`src/rtl/core/mas_pkg.sv`:
```
// Shared types and constants for the magnitude argsort block.
// No dependencies; imported by magnitude_argsort_insertion.
package mas_pkg;

	// Output index port width and direction register width (fixed by the interface)
	localparam int INDEX_OUT_W = 7;
	localparam int DIR_W       = 2;

	typedef enum logic [1:0] {
		ST_IDLE,
		ST_SHIFT,
		ST_EMIT
	} mas_state_t;

endpackage

```
`src/rtl/core/mas_ram.sv`:
```
// Simple dual-port synchronous RAM: one write port, one read port, registered read.
// No dependencies; used by magnitude_argsort_insertion for the sorted record store.
module mas_ram #(
	parameter int WIDTH = 38,
	parameter int DEPTH = 64
) (
	input  logic                     clk,
	input  logic                     we,
	input  logic [$clog2(DEPTH)-1:0] waddr,
	input  logic [WIDTH-1:0]         wdata,
	input  logic [$clog2(DEPTH)-1:0] raddr,
	output logic [WIDTH-1:0]         rdata
);

	logic [WIDTH-1:0] mem [DEPTH];

	always_ff @(posedge clk) begin
		if (we) begin
			mem[waddr] <= wdata;
		end
	end

	always_ff @(posedge clk) begin
		rdata <= mem[raddr];
	end

endmodule

```
`src/rtl/core/magnitude_argsort_insertion.sv`:
```
// Top level of the magnitude argsort block: load, insertion and emit control.
// Depends on mas_pkg (state type, port widths) and mas_ram (record store).
//
// Usage:
//  - Input channel: sample_value/is_last are taken at a rising edge where start
//    is high and busy is low. Each item is one vector element; is_last closes
//    the vector. Items beyond MAX_LENGTH are dropped and flagged as overflow.
//  - Results: after the closing item, one item per stored element is shown for
//    one cycle under result_strobe: the one-based input position (sorted_index)
//    in magnitude order, final_result on the last one, overflowed on all of them
//    if anything was dropped. The receiver cannot stall; results are never held.
//  - Config: cfg_we writes cfg_wdata into the direction register (reset 1):
//    positive ascending, negative descending, zero gives reversed input order.
//    Write only while idle.
//  - Timing: elements are inserted into a sorted list as they arrive (stable
//    insertion, same result as sorting at the end). Element number k (from 0)
//    is accepted, then moves toward the front past one record at a time (at most k)
//    and is then written into its slot. Element 0 and dropped items are done
//    in the accept cycle. The record RAM does one read and one write per
//    cycle, which sets that loop.
//  - Emit reads the stored records out in order through the registered RAM
//    read, so each result follows the emit state and the read register.
//  - Reset: empty vector, no overflow, direction ascending. The RAM is not cleared;
//    only entries below the fill count are ever used.
module magnitude_argsort_insertion #(
	parameter int MAX_LENGTH  = 64,
	parameter int VALUE_WIDTH = 32
) (
	input  logic                                clk,
	input  logic                                arst_n,
	// input channel
	input  logic                                start,
	output logic                                busy,
	input  logic signed [VALUE_WIDTH-1:0]       sample_value,
	input  logic                                is_last,
	// configuration
	input  logic                                cfg_we,
	input  logic signed [mas_pkg::DIR_W-1:0]    cfg_wdata,
	// results
	output logic                                result_strobe,
	output logic [mas_pkg::INDEX_OUT_W-1:0]     sorted_index,
	output logic                                final_result,
	output logic                                overflowed
);

	import mas_pkg::*;

	localparam int IDX_W = $clog2(MAX_LENGTH);
	localparam int CNT_W = $clog2(MAX_LENGTH + 1);
	localparam int MAG_W = VALUE_WIDTH - 1;
	localparam int REC_W = IDX_W + MAG_W;

	// ---------------------------------------------------------------------
	// Registers
	// ---------------------------------------------------------------------
	mas_state_t             state_q, state_d;
	logic [CNT_W-1:0]       count_q, count_d;     // stored elements
	logic                   ovf_q, ovf_d;         // item dropped in this vector
	logic [DIR_W-1:0]       dir_q;
	logic [IDX_W-1:0]       pos_q, pos_d;         // insertion slot being filled
	logic [MAG_W-1:0]       cur_mag_q, cur_mag_d; // element being inserted
	logic [IDX_W-1:0]       cur_idx_q, cur_idx_d;
	logic                   last_q, last_d;       // inserted item closes vector
	logic [IDX_W-1:0]       emit_q, emit_d;       // next record to read out

	// result pipeline, aligned with the RAM read data
	logic                   valid_s1, valid_d;
	logic                   final_s1, final_d;
	logic                   ovf_s1;

	// RAM port signals
	logic                   we;
	logic [IDX_W-1:0]       waddr, raddr;
	logic [REC_W-1:0]       wdata, rdata;

	// ---------------------------------------------------------------------
	// Magnitude of the incoming sample; most negative saturates to max positive
	// ---------------------------------------------------------------------
	logic [VALUE_WIDTH-1:0] neg_val;
	logic [MAG_W-1:0]       in_mag;
	logic                   in_is_min;

	assign neg_val   = -sample_value;
	assign in_is_min = sample_value[VALUE_WIDTH-1] && (sample_value[MAG_W-1:0] == '0);

	always_comb begin
		if (!sample_value[VALUE_WIDTH-1]) begin
			in_mag = sample_value[MAG_W-1:0];
		end else if (in_is_min) begin
			in_mag = '1;
		end else begin
			in_mag = neg_val[MAG_W-1:0];
		end
	end

	// ---------------------------------------------------------------------
	// Compare: does the record ahead of the slot stop the insertion?
	// ---------------------------------------------------------------------
	logic [IDX_W-1:0] prev_idx;
	logic [MAG_W-1:0] prev_mag;
	logic             dir_neg, dir_pos, stop;

	assign prev_idx = rdata[REC_W-1:MAG_W];
	assign prev_mag = rdata[MAG_W-1:0];
	assign dir_neg  = dir_q[1];
	assign dir_pos  = !dir_q[1] && dir_q[0];
	assign stop     = (dir_neg && (prev_mag >= cur_mag_q)) ||
	                  (dir_pos && (prev_mag <= cur_mag_q));

	logic accept;
	assign accept = start && (state_q == ST_IDLE);
	assign busy   = (state_q != ST_IDLE);

	// ---------------------------------------------------------------------
	// Next state and RAM control
	// ---------------------------------------------------------------------
	always_comb begin
		state_d   = state_q;
		count_d   = count_q;
		ovf_d     = ovf_q;
		pos_d     = pos_q;
		cur_mag_d = cur_mag_q;
		cur_idx_d = cur_idx_q;
		last_d    = last_q;
		emit_d    = emit_q;
		valid_d   = 1'b0;
		final_d   = 1'b0;
		we        = 1'b0;
		waddr     = pos_q;
		wdata     = {cur_idx_q, cur_mag_q};
		raddr     = pos_q - IDX_W'(1);

		unique case (state_q)
			ST_IDLE: begin
				if (accept) begin
					last_d = is_last;
					emit_d = '0;
					if (count_q == CNT_W'(MAX_LENGTH)) begin
						// full: drop the item
						ovf_d = 1'b1;
						if (is_last) begin
							state_d = ST_EMIT;
						end
					end else if (count_q == '0) begin
						// first element goes straight to the front
						we      = 1'b1;
						waddr   = '0;
						wdata   = {IDX_W'(0), in_mag};
						count_d = CNT_W'(1);
						if (is_last) begin
							state_d = ST_EMIT;
						end
					end else begin
						cur_mag_d = in_mag;
						cur_idx_d = count_q[IDX_W-1:0];
						pos_d     = count_q[IDX_W-1:0];
						raddr     = count_q[IDX_W-1:0] - IDX_W'(1);
						state_d   = ST_SHIFT;
					end
				end
			end

			ST_SHIFT: begin
				we = 1'b1;
				if (pos_q == '0 || stop) begin
					// drop the element into its slot
					wdata   = {cur_idx_q, cur_mag_q};
					count_d = count_q + CNT_W'(1);
					state_d = last_q ? ST_EMIT : ST_IDLE;
				end else begin
					// move the record ahead one slot back, keep reading forward
					wdata = rdata;
					pos_d = pos_q - IDX_W'(1);
					raddr = pos_q - IDX_W'(2);
				end
			end

			ST_EMIT: begin
				raddr   = emit_q;
				valid_d = 1'b1;
				final_d = (CNT_W'(emit_q) == count_q - CNT_W'(1));
				emit_d  = emit_q + IDX_W'(1);
				if (final_d) begin
					count_d = '0;
					ovf_d   = 1'b0;
					state_d = ST_IDLE;
				end
			end

			default: begin
				state_d = ST_IDLE;
			end
		endcase
	end

	// ---------------------------------------------------------------------
	// Control registers
	// ---------------------------------------------------------------------
	always_ff @(posedge clk or negedge arst_n) begin
		if (!arst_n) begin
			state_q  <= ST_IDLE;
			count_q  <= '0;
			ovf_q    <= 1'b0;
			dir_q    <= DIR_W'(1);
			valid_s1 <= 1'b0;
		end else begin
			state_q  <= state_d;
			count_q  <= count_d;
			ovf_q    <= ovf_d;
			valid_s1 <= valid_d;
			if (cfg_we) begin
				dir_q <= cfg_wdata;
			end
		end
	end

	// payload registers
	always_ff @(posedge clk) begin
		pos_q     <= pos_d;
		cur_mag_q <= cur_mag_d;
		cur_idx_q <= cur_idx_d;
		last_q    <= last_d;
		emit_q    <= emit_d;
		final_s1  <= final_d;
		ovf_s1    <= ovf_q;
	end

	// ---------------------------------------------------------------------
	// Record store: {input index, magnitude}, kept in sorted order
	// ---------------------------------------------------------------------
	mas_ram #(
		.WIDTH (REC_W),
		.DEPTH (MAX_LENGTH)
	) u_ram (
		.clk   (clk),
		.we    (we),
		.waddr (waddr),
		.wdata (wdata),
		.raddr (raddr),
		.rdata (rdata)
	);

	// ---------------------------------------------------------------------
	// Result ports, straight from the registered read
	// ---------------------------------------------------------------------
	assign result_strobe = valid_s1;
	assign sorted_index  = INDEX_OUT_W'(prev_idx) + INDEX_OUT_W'(1);
	assign final_result  = final_s1;
	assign overflowed    = ovf_s1;

endmodule

```
`config.mk`:
```
export PLATFORM = sky130hd
export DESIGN_NAME = magnitude_argsort_insertion
export DESIGN_NICKNAME = d
export VERILOG_FILES = /design/src/rtl/core/mas_pkg.sv /design/src/rtl/core/mas_ram.sv /design/src/rtl/core/magnitude_argsort_insertion.sv
export SDC_FILE = /design/constraint.sdc
export NUM_CORES = 2
export LEC_CHECK = 0
export ABC_AREA = 1
export BUFFER_PORTS_ARGS = -buffer_cell sky130_fd_sc_hd__buf_2
export CAP_MARGIN = 20
export CORE_MARGIN = 1.5
export CORE_UTILIZATION = 35
export DETAILED_ROUTE_END_ITERATION = 16
export PLACE_DENSITY = 0.56
export SYNTH_ARGS = -nofsm -noshare
export SYNTH_HDL_FRONTEND = slang
export SYNTH_SLANG_ARGS = --single-unit
export TNS_END_PERCENT = 20
```
`constraint.sdc`:
```
create_clock -name clk -period 10.7 [get_ports clk]
set_input_delay 1.605 -clock clk [delete_from_list [all_inputs] [get_ports clk]]
set_output_delay 1.605 -clock clk [all_outputs]
set_load 0.01 [all_outputs]
```
==> flow_metrics.env <==
export IMPL_reg2reg_to="u_ram.rdata[19]$_DFF_P_"
export IMPL_synth_edf_count=2418
export IMPL_wl_per_cell_um=23.1
export IMPL_final_period_utilization=0.689
export IMPL_hold_path_startpoint="ovf_q$_DFFE_PN0P_"
export IMPL_fill_cells=29500
export IMPL_grt_pass1_wl_um=483000
export IMPL_first_pass_iters=6
export IMPL_area_growth_pct=11.8
export IMPL_path_class="reg2reg"
export IMPL_status="finished, final reports clean"
export IMPL_clk_latency_ns=0.92
export IMPL_synth_distinct_cells=49
export IMPL_place_hpwl_um=165000
export IMPL_max_cap_viol_count=0
export IMPL_drt_iter0_drc=8594
export IMPL_cts_buffers=248
export IMPL_vias=75600
export IMPL_core_um2=309000
export IMPL_r2r_setup_slack_ns=3.33
export IMPL_cts_max_path_buffers=4
export IMPL_post_synth_top_area_cell="edfxtp_1"
export IMPL_avgSynthCellArea_um2=10.8
export IMPL_fin_nets=9992
export IMPL_drive_above_1_share=0.0709
export IMPL_ant_nets=0
export IMPL_min_path_type="reg2reg"
export IMPL_hold_depth=0
export IMPL_tightest_slew_ns=1.08
export IMPL_synthTopCellsByArea="edfxtp_1, nand3_1, nand2_1"
export IMPL_wl_um=329000
export IMPL_worst_ep_arrival_time_ns=8.04
export IMPL_fin_crit_ns=7.37
export IMPL_cp_end_kind="flip-flop"
export IMPL_regArea_um2=73700
export IMPL_final_hold_violation_count=0
export IMPL_worst_path_max_fanout=92
export IMPL_cts_sinks=2470
export IMPL_fmax_ghz=0.136
export IMPL_reg2reg_depth=23
export IMPL_synth_top_area_frac=0.666
export IMPL_crit_start="u_ram.rdata[25]$_DFF_P_"
export IMPL_port_buffers=49
export IMPL_syn_nets=10200
export IMPL_root_buffer="clkbuf_16"
export IMPL_grt_setup_unrepaired="false"
export IMPL_yosys_warnings=0
export IMPL_io_pins=50
export IMPL_holdBufCountCts=0
export IMPL_grt_max_degree=171
export IMPL_synthCells=10100
export IMPL_ctsResizeCount=0
export IMPL_ys_ff_latch=2470
export IMPL_critPathLaunchType="flip-flop"
export IMPL_fp_dieArea_um2=315000
export IMPL_first_global_vias=72400
export IMPL_post_cts_buffers=0
export IMPL_die_height_um=561
export IMPL_rows=204
export IMPL_fin_tns_setup_ns=0
export IMPL_synth_area_um2=109000
export IMPL_path_clk_slew_ns=0.06
export IMPL_start_util=0.352
export IMPL_yosysSeqAreaShare=0.676
export IMPL_die_w_um=561
export IMPL_skew_ns=0.0491
export IMPL_cts_tree="built"
export IMPL_drc=0
export IMPL_h_tree_depth=4
export IMPL_r2r_start="u_ram.rdata[25]$_DFF_P_"
export IMPL_slew_headroom=0.280
export IMPL_vias_per_cell=5.31
export IMPL_async_flop_share=0.00526
export IMPL_synth_commonest_cells="nand3_1, nand2_1, edfxtp_1, inv_1, nand3b_1"
export IMPL_synthFlopType="edfxtp_1"
export IMPL_antenna_found_initial=16
export IMPL_min_to="overflowed$_DFF_P_"
export IMPL_setup_viol=0
export IMPL_worstPathRequired_ns=11.37
export IMPL_maxSlewViolCount=0
export IMPL_gp_congestion=0.861
export IMPL_overflow=0
export IMPL_multi_input_area_um2=29200
export IMPL_grt_usage=0.203
export IMPL_synth_most_common_cell="nand3_1"
-- worst max path at each step --
| stage | slack [ns] | endpoint | cells past startpoint |
|---|---|---|---|
| 4_1_cts | 3.47 | u_ram.rdata[19]$_DFF_P_ | 23 |
| 3_5_place_dp | 3.47 | u_ram.rdata[19]$_DFF_P_ | 23 |
| 3_3_place_gp | 3.46 | u_ram.rdata[19]$_DFF_P_ | 23 |
| 5_1_grt | 2.90 | u_ram.rdata[7]$_DFF_P_ | 24 |
| 2_1_floorplan | 4.78 | u_ram.mem[0][3]$_DFFE_PP_ | 17 |
| 6_report | 3.33 | u_ram.rdata[19]$_DFF_P_ | 23 |
-- flip-flops by register name (all words and copies together), names as in the netlist --
| register | flops |
|---|---|
| last_q | 1 |
| cur_mag_q | 31 |
| overflowed | 1 |
| final_result | 1 |
| ovf_q | 1 |
| emit_q | 6 |
| pos_q | 6 |
| u_ram.rdata | 37 |
| count_q | 7 |
| cur_idx_q | 6 |
| state_q | 2 |
| u_ram.mem | 2368 |
| result_strobe | 1 |
| dir_q | 2 |
-- metal layers --
layer  wire (um)  up-vias  track usage  share of wire
li1            -    34400            -              -
met3       26600      602       0.0335          0.081
met1      137000    37600        0.275           0.42
met4       11700       10       0.0745          0.036
met5          64        -            0        0.00019
met2      153000     3037        0.329           0.46
-- layout by cell type (no fill, tap or decap), types with 5 or more instances in the layout --
master | Yosys | final
clkinv_2 | 0 | 43
o22ai_1 | 5 | 5
bufinv_16 | 0 | 19
clkinvlp_4 | 0 | 7
clkbuf_16 | 0 | 251
o21ai_4 | 0 | 10
edfxtp_1 | 2418 | 2418
nor2_4 | 1 | 61
buf_2 | 352 | 49
ha_1 | 44 | 44
xnor2_1 | 7 | 7
xor2_1 | 28 | 28
a221oi_1 | 10 | 10
nor3_2 | 0 | 6
buf_12 | 0 | 23
clkbuf_1 | 225 | 56
clkbuf_8 | 0 | 18
a22oi_2 | 0 | 12
nand2_1 | 2434 | 2431
clkinv_1 | 5 | 53
diode_2 | 0 | 7
o21ai_0 | 66 | 58
nor3_1 | 24 | 18
or2_2 | 11 | 11
o211ai_1 | 12 | 12
nand3b_1 | 446 | 446
nand4_1 | 10 | 10
a32oi_4 | 0 | 10
nor2_1 | 144 | 85
nand3_1 | 2562 | 2560
a21oi_1 | 54 | 54
inv_6 | 0 | 5
inv_1 | 1028 | 1027
dfxtp_1 | 39 | 39
buf_4 | 32 | 162
a22oi_1 | 17 | 5
dfrtp_1 | 12 | 12
-- critical path, cell delays in order (launching register included) --
cell,delay (ns)
dfxtp_1,0.77
ha_1,0.36
nand2_1,0.09
inv_1,0.04
nand2_1,0.05
nand2_1,0.07
nand2_1,0.07
nand2_1,0.05
a21oi_1,0.22
nand3_1,0.12
nand2_1,0.13
nand3_4,0.13
nor2_4,0.80
nand2_1,0.31
nand2_8,0.54
buf_4,0.84
buf_4,0.92
nand3_1,0.15
nand3_1,0.14
nand3_1,0.09
nand3_1,0.13
nand3_1,0.19
nand3_1,0.38
nand2_1,0.37
-- per-stage QoR --
stage          utilization  cell area, um2  setup WS (ns)  instances  hold WS, ns
2_1_floorplan            -          109000           4.78      10100        0.347
3_3_place_gp         0.368          114000           3.46      13800        0.362
3_5_place_dp         0.368          114000           3.47      13800        0.367
4_1_cts              0.394          122000           3.47      14200        0.382
5_1_grt              0.394          122000           2.90      14200        0.393
6_report             0.394          122000           3.33      14200        0.379
-- kinds of logic after synthesis --
| kind of cell | share of synthesized area |
|---|---|
| fa+ha+maj | 0.00505 |
| mux | 0.000103 |
| xor+xnor | 0.00281 |
| buf+inv | 0.0644 |
| compound gates | 0.0110 |
| simple gates | 0.240 |
| flops | 0.676 |
-- final cells by class --
cell class / count / share of cell area
Timing Repair Buffer: 234 / 0.0158
Sequential cell: 2470 / 0.605
Multi-Input combinational cell: 5918 / 0.240
Inverter: 1037 / 0.0321
Clock inverter: 128 / 0.00939
Tap cell: 4120 / 0.0423
Clock buffer: 325 / 0.0553
Antenna cell: 7 / 0.000144
Power is not shown: default switching activity piles up to over one toggle a cycle in this logic, so the estimate is an artifact.
